<file path="src/rtl/lkvc_pkg.sv">
// ----------------------------------------------------------------------------
// lkvc_pkg
// Shared types and constants of the LRU key/value cache.
// ----------------------------------------------------------------------------
package lkvc_pkg;

    localparam int unsigned FieldWidth = 32;
    localparam int unsigned CapWidth   = 5;
    localparam logic [CapWidth-1:0] CapReset = 5'd16;

    typedef enum logic {
        REQ_GET = 1'b0,
        REQ_SET = 1'b1
    } t_req;

    // front to back queue entry
    typedef struct packed {
        t_req                  req;
        logic [FieldWidth-1:0] key;
        logic [FieldWidth-1:0] value;
    } t_cmd;

    typedef enum logic {
        ST_IDLE = 1'b0,
        ST_EXEC = 1'b1
    } t_state;

endpackage

</file>
<file path="src/rtl/lkvc_if.sv">
// ----------------------------------------------------------------------------
// lkvc_req_if / lkvc_rsp_if / lkvc_cfg_if
// Valid/ready channels of the cache.
// ----------------------------------------------------------------------------
interface lkvc_req_if;
    logic        valid;
    logic        ready;
    logic [0:0]  req_type;
    logic [31:0] lookup_key;
    logic [31:0] write_value;
    modport source (output valid, req_type, lookup_key, write_value, input ready);
    modport sink   (input valid, req_type, lookup_key, write_value, output ready);
endinterface

interface lkvc_rsp_if;
    logic        valid;
    logic        ready;
    logic        hit;
    logic [31:0] read_value;
    modport source (output valid, hit, read_value, input ready);
    modport sink   (input valid, hit, read_value, output ready);
endinterface

interface lkvc_cfg_if;
    logic       valid;
    logic       ready;
    logic [4:0] data;
    modport source (output valid, data, input ready);
    modport sink   (input valid, data, output ready);
endinterface

</file>
<file path="src/rtl/lkvc_front.sv">
// ----------------------------------------------------------------------------
// lkvc_front
// Accepts requests and classifies them into a two-entry command queue.
// ----------------------------------------------------------------------------
module lkvc_front (
    input  logic            i_clk,
    input  logic            i_rst_n,
    lkvc_req_if.sink        req,
    output lkvc_pkg::t_cmd  o_cmd,
    output logic            o_cmd_valid,
    input  logic            i_cmd_pop
);
    import lkvc_pkg::*;

    t_cmd       r_q [2];
    logic [1:0] r_cnt;
    logic       r_rd;
    logic       push;

    assign req.ready   = (r_cnt != 2'd2);
    assign push        = req.valid && req.ready;
    assign o_cmd_valid = (r_cnt != 2'd0);
    assign o_cmd       = r_q[r_rd];

    always_ff @(posedge i_clk) begin
        if (!i_rst_n) begin
            r_cnt <= '0;
            r_rd  <= 1'b0;
        end else begin
            r_cnt <= r_cnt + {1'b0, push} - {1'b0, i_cmd_pop};
            if (i_cmd_pop) r_rd <= ~r_rd;
        end
        if (push) begin
            r_q[r_rd ^ r_cnt[0]] <= '{req: t_req'(req.req_type), key: req.lookup_key,
                                     value: req.write_value};
        end
    end

    assert property (@(posedge i_clk) disable iff (!i_rst_n) !(r_cnt == 2'd3))
        else $error("queue count out of range");
    assert property (@(posedge i_clk) disable iff (!i_rst_n)
        (r_cnt == 2'd0) |-> !i_cmd_pop)
        else $error("pop from empty queue");
    assert property (@(posedge i_clk) disable iff (!i_rst_n)
        (r_cnt == 2'd2 && !i_cmd_pop) |=> (r_cnt == 2'd2))
        else $error("full queue lost an entry");
endmodule

</file>
<file path="src/rtl/lkvc_back.sv">
// ----------------------------------------------------------------------------
// lkvc_back
// Entry table: parallel key match, recency ranks, fill and eviction.
// ----------------------------------------------------------------------------
module lkvc_back #(
    parameter int unsigned MAX_ENTRIES = 16,
    parameter int unsigned DATA_WIDTH  = 32
) (
    input  logic                       i_clk,
    input  logic                       i_rst_n,
    input  lkvc_pkg::t_cmd             i_cmd,
    input  logic                       i_cmd_valid,
    output logic                       o_cmd_pop,
    input  logic [lkvc_pkg::CapWidth-1:0] i_capacity,
    lkvc_rsp_if.source                 rsp
);
    import lkvc_pkg::*;

    localparam int unsigned IdxW = (MAX_ENTRIES > 1) ? $clog2(MAX_ENTRIES) : 1;
    localparam int unsigned CntW = $clog2(MAX_ENTRIES + 1);
    localparam int unsigned CapW = (CntW > CapWidth) ? CntW : CapWidth;

    logic [DATA_WIDTH-1:0] r_keys [MAX_ENTRIES];
    logic [DATA_WIDTH-1:0] r_vals [MAX_ENTRIES];
    logic [MAX_ENTRIES-1:0] r_valid;
    logic [IdxW-1:0]       r_rank [MAX_ENTRIES];
    logic [CntW-1:0]       r_occ;
    logic                  r_rsp_valid;
    logic                  r_hit;
    logic [FieldWidth-1:0] r_rdata;

    logic [DATA_WIDTH-1:0] key, val;
    logic [MAX_ENTRIES-1:0] match;
    logic                  found, full, have_free;
    logic [IdxW-1:0]       hit_idx, free_idx, lru_idx, slot;
    logic [CapW-1:0]       eff_cap;
    logic [IdxW-1:0]       ref_rank;
    logic                  is_touch;
    logic [DATA_WIDTH-1:0] hit_val;

    assign key = DATA_WIDTH'($signed(i_cmd.key));
    assign val = DATA_WIDTH'($signed(i_cmd.value));

    always_comb begin
        eff_cap = CapW'(i_capacity);
        if (eff_cap == '0) eff_cap = CapW'(1);
        if (eff_cap > CapW'(MAX_ENTRIES)) eff_cap = CapW'(MAX_ENTRIES);
        match = '0; found = 1'b0; hit_idx = '0;
        have_free = 1'b0; free_idx = '0; lru_idx = '0;
        for (int i = 0; i < MAX_ENTRIES; i++) begin
            match[i] = r_valid[i] && (r_keys[i] == key);
            if (match[i] && !found) begin
                found = 1'b1; hit_idx = IdxW'(i);
            end
            if (!r_valid[i] && !have_free) begin
                have_free = 1'b1; free_idx = IdxW'(i);
            end
        end
        // least recent valid: rank occ-1, ranks unique among valid entries
        for (int i = 0; i < MAX_ENTRIES; i++) begin
            if (r_valid[i] && r_rank[i] == IdxW'(r_occ - CntW'(1))) lru_idx = IdxW'(i);
        end
        full     = (CapW'(r_occ) >= eff_cap) || !have_free;
        is_touch = found || full;
        slot     = found ? hit_idx : (full ? lru_idx : free_idx);
        ref_rank = r_rank[slot];
        hit_val  = r_vals[hit_idx];
    end

    assign o_cmd_pop = i_cmd_valid && (!r_rsp_valid || rsp.ready);
    assign rsp.valid      = r_rsp_valid;
    assign rsp.hit        = r_hit;
    assign rsp.read_value = r_rdata;

    always_ff @(posedge i_clk) begin
        if (!i_rst_n) begin
            r_valid     <= '0;
            r_occ       <= '0;
            r_rsp_valid <= 1'b0;
            for (int i = 0; i < MAX_ENTRIES; i++) r_rank[i] <= '0;
        end else begin
            if (rsp.ready) r_rsp_valid <= 1'b0;
            if (o_cmd_pop) begin
                if (i_cmd.req == REQ_GET) begin
                    r_rsp_valid <= 1'b1;
                    r_hit       <= found;
                    r_rdata     <= found ? FieldWidth'(hit_val) : '1;
                end
                if (found || i_cmd.req == REQ_SET) begin
                    for (int i = 0; i < MAX_ENTRIES; i++) begin
                        if (r_valid[i] && IdxW'(i) != slot &&
                            (!is_touch || r_rank[i] < ref_rank))
                            r_rank[i] <= r_rank[i] + IdxW'(1);
                    end
                    r_rank[slot] <= '0;
                end
                if (i_cmd.req == REQ_SET && !found && !full) begin
                    r_valid[free_idx] <= 1'b1;
                    r_occ <= r_occ + CntW'(1);
                end
            end
        end
        if (o_cmd_pop && i_cmd.req == REQ_SET) begin
            r_vals[slot] <= val;
            if (!found) r_keys[slot] <= key;
        end
    end

    assert property (@(posedge i_clk) disable iff (!i_rst_n)
        $countones(r_valid) == int'(r_occ))
        else $error("occupancy mismatch");
    // queue slots hold no command until first written, so check only live keys
    assert property (@(posedge i_clk) disable iff (!i_rst_n)
        i_cmd_valid |-> $onehot0(match))
        else $error("duplicate key");
    assert property (@(posedge i_clk) disable iff (!i_rst_n)
        (r_rsp_valid && !rsp.ready) |=> (r_rsp_valid && $stable(r_rdata)))
        else $error("stalled result changed");
endmodule

</file>
<file path="src/rtl/lru_key_value_cache.sv">
// ----------------------------------------------------------------------------
// lru_key_value_cache
// Fully associative key/value store with LRU replacement.
// ----------------------------------------------------------------------------
// Channels: req (get/set requests), rsp (one result per get), cfg (capacity).
// A request transfer enters a two-entry command queue; the back end executes
// one command per cycle unless a result waits on rsp, with a combinational
// parallel key match and rank update over all entries. A get passes through a
// queue entry and then the result register before reaching rsp. Sustained
// throughput is one request per cycle while rsp is taken; a stalled result
// register holds and the queue then fills, so req ready drops. Sets produce no
// result. Reset (synchronous, active low) clears all valid bits, ranks,
// occupancy, and sets capacity to 16; keys and values need no clearing. Users must
// write capacity on cfg only while idle; the block does not enforce it. Zero behaves as one.
// ----------------------------------------------------------------------------
module lru_key_value_cache #(
    parameter int unsigned MAX_ENTRIES = 16,
    parameter int unsigned DATA_WIDTH  = 32
) (
    input  logic       i_clk,
    input  logic       i_rst_n,
    lkvc_req_if.sink   req,
    lkvc_rsp_if.source rsp,
    lkvc_cfg_if.sink   cfg
);
    import lkvc_pkg::*;

    t_cmd                cmd;
    logic                cmd_valid, cmd_pop;
    logic [CapWidth-1:0] r_cap;

    assign cfg.ready = 1'b1;
    always_ff @(posedge i_clk) begin
        if (!i_rst_n) r_cap <= CapReset;
        else if (cfg.valid) r_cap <= cfg.data;
    end

    lkvc_front u_front (
        .i_clk, .i_rst_n, .req,
        .o_cmd(cmd), .o_cmd_valid(cmd_valid), .i_cmd_pop(cmd_pop)
    );

    lkvc_back #(.MAX_ENTRIES(MAX_ENTRIES), .DATA_WIDTH(DATA_WIDTH)) u_back (
        .i_clk, .i_rst_n,
        .i_cmd(cmd), .i_cmd_valid(cmd_valid), .o_cmd_pop(cmd_pop),
        .i_capacity(r_cap), .rsp
    );
endmodule
</file>
<file path="src/flat_wrapper.sv">
// flat-port wrapper written by rule: the top's interface ports become plain ports
module lru_key_value_cache_flat import lkvc_pkg::*;
#(
    parameter int unsigned MAX_ENTRIES = 16,
    parameter int unsigned DATA_WIDTH  = 32
)
  (i_clk, i_rst_n, req_valid, req_req_type, req_lookup_key, req_write_value, req_ready, rsp_valid, rsp_hit, rsp_read_value, rsp_ready, cfg_valid, cfg_data, cfg_ready);
  lkvc_req_if req_i ();
  lkvc_rsp_if rsp_i ();
  lkvc_cfg_if cfg_i ();
  input  logic i_clk;
  input  logic i_rst_n;
  input wire logic [$bits(req_i.valid)-1:0] req_valid;
  input wire logic [$bits(req_i.req_type)-1:0] req_req_type;
  input wire logic [$bits(req_i.lookup_key)-1:0] req_lookup_key;
  input wire logic [$bits(req_i.write_value)-1:0] req_write_value;
  output wire logic [$bits(req_i.ready)-1:0] req_ready;
  output wire logic [$bits(rsp_i.valid)-1:0] rsp_valid;
  output wire logic [$bits(rsp_i.hit)-1:0] rsp_hit;
  output wire logic [$bits(rsp_i.read_value)-1:0] rsp_read_value;
  input wire logic [$bits(rsp_i.ready)-1:0] rsp_ready;
  input wire logic [$bits(cfg_i.valid)-1:0] cfg_valid;
  input wire logic [$bits(cfg_i.data)-1:0] cfg_data;
  output wire logic [$bits(cfg_i.ready)-1:0] cfg_ready;
  assign req_i.valid = req_valid;
  assign req_i.req_type = req_req_type;
  assign req_i.lookup_key = req_lookup_key;
  assign req_i.write_value = req_write_value;
  assign req_ready = req_i.ready;
  assign rsp_valid = rsp_i.valid;
  assign rsp_hit = rsp_i.hit;
  assign rsp_read_value = rsp_i.read_value;
  assign rsp_i.ready = rsp_ready;
  assign cfg_i.valid = cfg_valid;
  assign cfg_i.data = cfg_data;
  assign cfg_ready = cfg_i.ready;
  lru_key_value_cache #(.MAX_ENTRIES(MAX_ENTRIES), .DATA_WIDTH(DATA_WIDTH)) u_core (.i_clk(i_clk), .i_rst_n(i_rst_n), .req(req_i), .rsp(rsp_i), .cfg(cfg_i));
endmodule
</file>
<file path="config.mk">
export PLATFORM = sky130hd
export DESIGN_NAME = lru_key_value_cache_flat
export DESIGN_NICKNAME = d
export VERILOG_FILES = /design/src/rtl/lkvc_pkg.sv /design/src/rtl/lkvc_if.sv /design/src/rtl/lkvc_front.sv /design/src/rtl/lkvc_back.sv /design/src/rtl/lru_key_value_cache.sv /design/src/flat_wrapper.sv
export SDC_FILE = /design/constraint.sdc
export NUM_CORES = 2
export LEC_CHECK = 0
export BUFFER_PORTS_ARGS = -buffer_cell sky130_fd_sc_hd__buf_2
export CORE_MARGIN = 8
export CORE_UTILIZATION = 40
export DETAILED_ROUTE_END_ITERATION = 6
export MAX_ROUTING_LAYER = met4
export SLEW_MARGIN = 20
export SYNTH_ARGS = -nofsm -noshare
export SYNTH_HDL_FRONTEND = slang
export SYNTH_SLANG_ARGS = --single-unit
</file>
<file path="constraint.sdc">
create_clock -name i_clk -period 6.3 [get_ports i_clk]
set_input_delay 0.63 -clock i_clk [delete_from_list [all_inputs] [get_ports i_clk]]
set_output_delay 0.63 -clock i_clk [all_outputs]
set_load 0.01 [all_outputs]
</file>
* After elaboration in Yosys (flattened, before gate mapping)
Memories as Yosys holds them, arrays and structs flattened. A register that Yosys moved wholly into a read port is not among the register bits.
Cells that the tools add are included.
Widths: inputs -> output; s select.
** Storage, ports and cells
- Input port bits :: 75
- Output and inout port bits :: 36
- Bits in registers :: 31
- Latch bits :: 0
- Memories kept :: 4
- RAM bits :: 1218
- Bits in read-only memories :: 0
** Cells by class
- Shift operators :: 0
- $lt $le $gt $ge :: 20
- Bitwise logic cells :: 20
- Div/mod/pow operators :: 0
- Reductions and logical operators :: 174
- Add/sub/neg operators :: 20
- Multiply operators :: 0
- Multiplexer cells :: 196
- Eq/ne operators :: 47
** Memories
- u_core.u_back.r_keys :: depth 16, bits a word 32, read ports 16, clocked after memory_dff 0, wr ports 1, line lkvc_back.sv:23 : logic [DATA_WIDTH-1:0] r_keys [MAX_ENTRIES];
- u_core.u_back.r_vals :: depth 16, bits a word 32, read ports 1, clocked after memory_dff 1, wr ports 1, line lkvc_back.sv:24 : logic [DATA_WIDTH-1:0] r_vals [MAX_ENTRIES];
- u_core.u_front.r_q :: depth 2, bits a word 65, read ports 1, clocked after memory_dff 1, wr ports 1, line lkvc_front.sv:15 : t_cmd r_q [2];
- u_core.u_back.r_rank :: depth 16, bits a word 4, read ports 17, clocked after memory_dff 0, wr ports 17, line lkvc_back.sv:26 : logic [IdxW-1:0] r_rank [MAX_ENTRIES];
** Operators with widths (count)
- $eq 32x32->1 :: 16
- $mux 4 :: 59
- $mux 1 :: 133
- $logic_and 1x1->1 :: 99
- $add 4x1->4 const B :: 16
- $lt 4x4->1 :: 16
- $eq 4x4->1 :: 15
- $logic_not 1->1 :: 50
- $ne 4x4->1 const A :: 8
- $logic_or 1x1->1 :: 20
- $ne 3x4->1 const A :: 4
- $or 1x1->1 :: 16
- $or 16x16->16 :: 1
- $mux 5 :: 2
- $ne 2x4->1 const A :: 2
- $add 5x1->5 const B :: 1
- $ge 5x5->1 :: 1
- $gt 5x5->1 const B :: 1
- $logic_not 5->1 :: 1
- $lt 4x5->1 const B :: 1
- $demux 1 s4 :: 1
- $ge 4x1->1 const B :: 1
- $ne 1x4->1 const A :: 1
- $reduce_bool 4->1 :: 1
- other kinds (10) :: 11

* Logic depth before layout (Yosys ltp)
An unclocked memory read counts as a cell.
- Depth after elaboration :: 60
- Gate-level depth with buffers :: 30
- Gate-level depth less buffers :: 28

* Modules after synthesis
From an unflattened synthesis, not the netlist that was laid out.
** Unflattened totals
- Cells, all modules :: 4149
- Area, all modules :: 58387.2 um2
** Modules (own cells, without submodules)
- lkvc_back :: seq. area each 33462.1 um2, area each 53069.6 um2, cells each 3907, times used 1
- lkvc_front :: seq. area each 3983.8 um2, area each 5116.2 um2, cells each 224, times used 1
- lru_key_value_cache :: seq. area each 100.1 um2, area each 201.4 um2, cells each 18, times used 1

* Worst setup path before layout
No wires, ideal clock.
- Kind :: flip-flop to flip-flop
- Start point :: register u_core.u_back.r_occ[0]
- End point :: memory u_core.u_back.r_rank[14][3] (netlist bit)
- Period minus slack after synthesis :: 6945 ps
- Cell stages (with the launch flop) :: 28
- Arrival :: 6816 ps
- Setup time :: 128 ps
- Data required time :: 6172 ps
- Path slack :: -645 ps
- Path through :: dfxtp_1 -> buf_2 -> buf_1 -> inv_1 -> ha_1 -> clkbuf_1 -> clkbuf_1 -> xor2_1 -> nand4_1 -> a2bb2oi_1 -> o21ai_0 -> a311oi_1 -> o2bb2ai_1 -> nand2_1 -> nor3b_1 -> nor2_4 -> clkbuf_1 -> a211oi_1 -> a21oi_1 -> o21ai_0 -> ha_1 -> a21o_1 -> a21oi_1 -> a21oi_1 -> nor4b_1 -> nand4_1 -> xor2_1 -> nor2_1
** RTL lines
- start, declared :: line lkvc_back.sv:27 : logic [CntW-1:0] r_occ;
- start signal, assigned :: line lkvc_back.sv:99 : r_occ <= r_occ + CntW'(1);
- end, declared :: line lkvc_back.sv:26

==> results_dict.tcl <==
set metrics [dict create \
    status "completed" \
    placedCellCount 6164 \
    synthAdderAreaFrac_pct 1.580 \
    ys.warnings.count 0 \
    cts_root_buffer "clkbuf_16" \
    relSlewSlack_pct 18.36 \
    critical_path_buf_inv_count 3 \
    final_common_cell "edfxtp_1" \
    p_leak_nw 22.13 \
    dr.pass1.iters 6 \
    grt_usage_pct 22.11 \
    drive_above_1_share_pct 16.38 \
    die_y_um 396.2 \
    area_growth_pct 16.59 \
    final-max-slew-violation-count 0 \
    critPathMaxStageDelay_ns 0.58 \
    via_per_inst 5.706 \
    crit_family "compound AO/OA/AOI/OAI gates" \
    synth_seq_area_share_pct 64.93 \
    fin_skew_ns 0.03031 \
    critPathKind "register to register" \
    drv_cap 0 \
    fp.dieArea_um2 157000 \
    powerDensity_nw_per_um2 391.3 \
    die_w_um 396.2 \
    ys_ff_latch 1282 \
    totalPowerFinal_mw 26.38 \
    start_kind "register" \
    core_um2 143500 \
    ant_nets 0 \
    finalCritPeriodShare_pct 95.27 \
    finalHoldViolations 0 \
    n_fill_cell 12541 \
    grt_overflow 0 \
    yosys.area_share.simple_pct 9.793 \
    max_freq_mhz 166.6 \
    max_slew.worst_pin.slew_ns 1.223 \
    cts_sinks 1282 \
    synth_top_family_by_area "simple AND/OR/NAND/NOR gates" \
    worstPathArrival_ns 6.69 \
    synth_xor_area_share_pct 9.548 \
    async_flop_share_pct 0 \
    stdcell_count 6433 \
    syn_inst 4118 \
    htreeDepth 4 \
    critPathCaptureType "register" \
    final-setup-viol-count 0 \
    synth_compound_area_share_pct 7.041 \
    numCtsBuffers 135 \
    io_pins 111 \
    yosys.area.top_type "edfxtp_1" \
    synth_fp_nets 4266 \
    clockBufferDepth 3 \
    netlist_area_um2 57830 \
    slowest_stage "mux2i_4" \
    nets 4577 \
    grt_pass1_wl_um 249400 \
    synth-edff-count 1187 \
    path_clk_slew_ns 0.06 \
    synth-main-ff-cell "edfxtp_1" \
    drc 0 \
    final_cell_mix "edfxtp_1 (1,187), xnor2_1 (532), nor4_1 (225), nand2_1 (174), buf_4 (172)" \
    row_count 139 \
    synthTopCellsByArea "edfxtp_1 (62%), xnor2_1 (8.1%), dfxtp_1 (3.3%), mux2i_1 (2.7%), nor4_1 (2.5%)" \
    syn_avg_cell_area_um2 14.04 \
    antenna_found_initial 4 \
    vias 36709 \
    initialDrtViolationCount 3601 \
    grt_max_degree 138 \
    cp.required_ns 6.99 \
    wl_per_cell_um 27.13 \
    min_period_ns 6.002 \
    dp_hpwl_um 107200 \
    initial_utilization_pct 40.30 \
    synthDistinctLibCells 81 \
    routabilityCongestion 0.9253 \
    cp_max_fo 11 \
    holdWs_ns 0.05888 \
    grt_pass1_vias 35296 \
    rsz0062_at_grt "no" \
    wl_um 174500 \
    cts_tree "built" \
    vdd_ir_drop_max_mv 0.3465 \
    synthMuxAreaShare_pct 4.964 \
    hp-class "primary input to register" \
    synth_top_area_share_pct 61.64 \
    numPortBuffers 109 \
    tns_ns 0 \
    clk_latency_ns 0.78 \
]
[layer usage]
layer	routed length, µm	part of all wire [%]	GRT usage, %
met5	0	0	-
met4	6514	3.7	7.922
met3	12110	6.9	3.128
met2	80810	46	34.59
met1	75110	43	29.59
[path summary, 6_finish.rpt]
kind / slack [ns] / startpoint / cells past startpoint / endpoint
min reg2reg: 0.53 / u_core.r_cap[0] / 2 / u_core.r_cap[0]
max reg2reg: 0.30 / register / 25 / u_core.u_back.r_rank[6][1]
min: 0.06 / req_lookup_key[23] / 1 / u_core.u_front.r_q[1][55]
max: 0.30 / register / 25 / u_core.u_back.r_rank[6][1]
[cells by family (layout without fill, tap and decap cells)]
logic type | after synthesis | in the layout
AOI/OAI and AO/OA | 613 | 613
xor gates and xnor gates | 600 | 600
adders and majority gates | 73 | 73
buffers and inverters | 270 | 681
DFF | 1282 | 1282
muxes | 251 | 251
other | 1 | 2
and+or+nand+nor | 1028 | 1028
[area by class of cell]
| class | instances | area (µm²) | area share [%] |
|---|---|---|---|
| flip-flops and latches | 1282 | 37550 | 55.69 |
| multi-input cells | 2566 | 19520 | 28.96 |
| clock buffers | 174 | 3577 | 5.306 |
| repair buffers | 379 | 3512 | 5.209 |
| well taps | 1903 | 2381 | 3.532 |
| clock inverters | 63 | 630.6 | 0.9353 |
| inverters | 65 | 244.0 | 0.3619 |
| diodes | 1 | 2.502 | 0.003712 |
[power breakdown]
part	switching [mW]	total, mW	internal (mW)
combinational	5.37	7.75	2.37
clock	3.35	7.72	4.37
sequential	0.199	10.9	10.7
[what timing repair did]
item                                    4_1_cts  5_1_grt
endpoints found under the setup margin        0       46
hold buffers                                 29        0
gates resized for setup                       0       10
buffers inserted                              0        1
hold endpoints to repair                     55        0
[sequential cells by signal (all words and copies together) (netlist names), 5 cells and up, named ones only]
register / flops
u_core.u_back.r_keys: 512
u_core.u_back.r_vals: 512
u_core.u_front.r_q: 130
u_core.u_back.r_rank: 64
u_core.u_back.rsp.read_value: 32
u_core.u_back.r_valid: 16
u_core.r_cap: 5
u_core.u_back.r_occ: 5
[cells in the mapped netlist, types with 7 or more instances]
| cell type | count |
|---|---|
| a21boi_0 | 10 |
| o21ai_0 | 98 |
| nor3_1 | 76 |
| and3_1 | 10 |
| nand4_1 | 64 |
| mux2i_1 | 156 |
| buf_2 | 49 |
| o21ba_2 | 12 |
| inv_1 | 62 |
| or3b_1 | 7 |
| nand2b_1 | 9 |
| nor2_1 | 110 |
| nand2_1 | 175 |
| nor2b_1 | 125 |
| dfxtp_1 | 95 |
| nor4_1 | 227 |
| o2111ai_1 | 8 |
| a2111oi_0 | 11 |
| nand3b_1 | 21 |
| ha_1 | 73 |
| or3_1 | 26 |
| mux2_2 | 73 |
| nand4b_1 | 9 |
| o211ai_1 | 61 |
| a21o_1 | 27 |
| edfxtp_1 | 1187 |
| buf_6 | 12 |
| a21oi_1 | 159 |
| o31ai_1 | 8 |
| or2_2 | 13 |
| nor3b_1 | 7 |
| mux2i_4 | 21 |
| xnor2_1 | 532 |
| clkbuf_1 | 115 |
| buf_1 | 13 |
| and2_1 | 21 |
| buf_4 | 15 |
| a211oi_1 | 152 |
| a31oi_1 | 12 |
| xor2_1 | 48 |
| nand3_1 | 97 |
| xnor3_1 | 15 |
| o21a_1 | 16 |
[stage by stage]
step	utilization [%]	setup slack, ns	instance area, µm²
after floorplan	-	-0.6019	57870
after global placement	43.78	0.1248	62820
after detailed placement	43.78	0.3087	62820
after CTS	46.92	0.2928	67320
after global routing	46.99	0.005957	67420
final	46.99	0.2979	67420
Power figures use the tool's default switching activity.
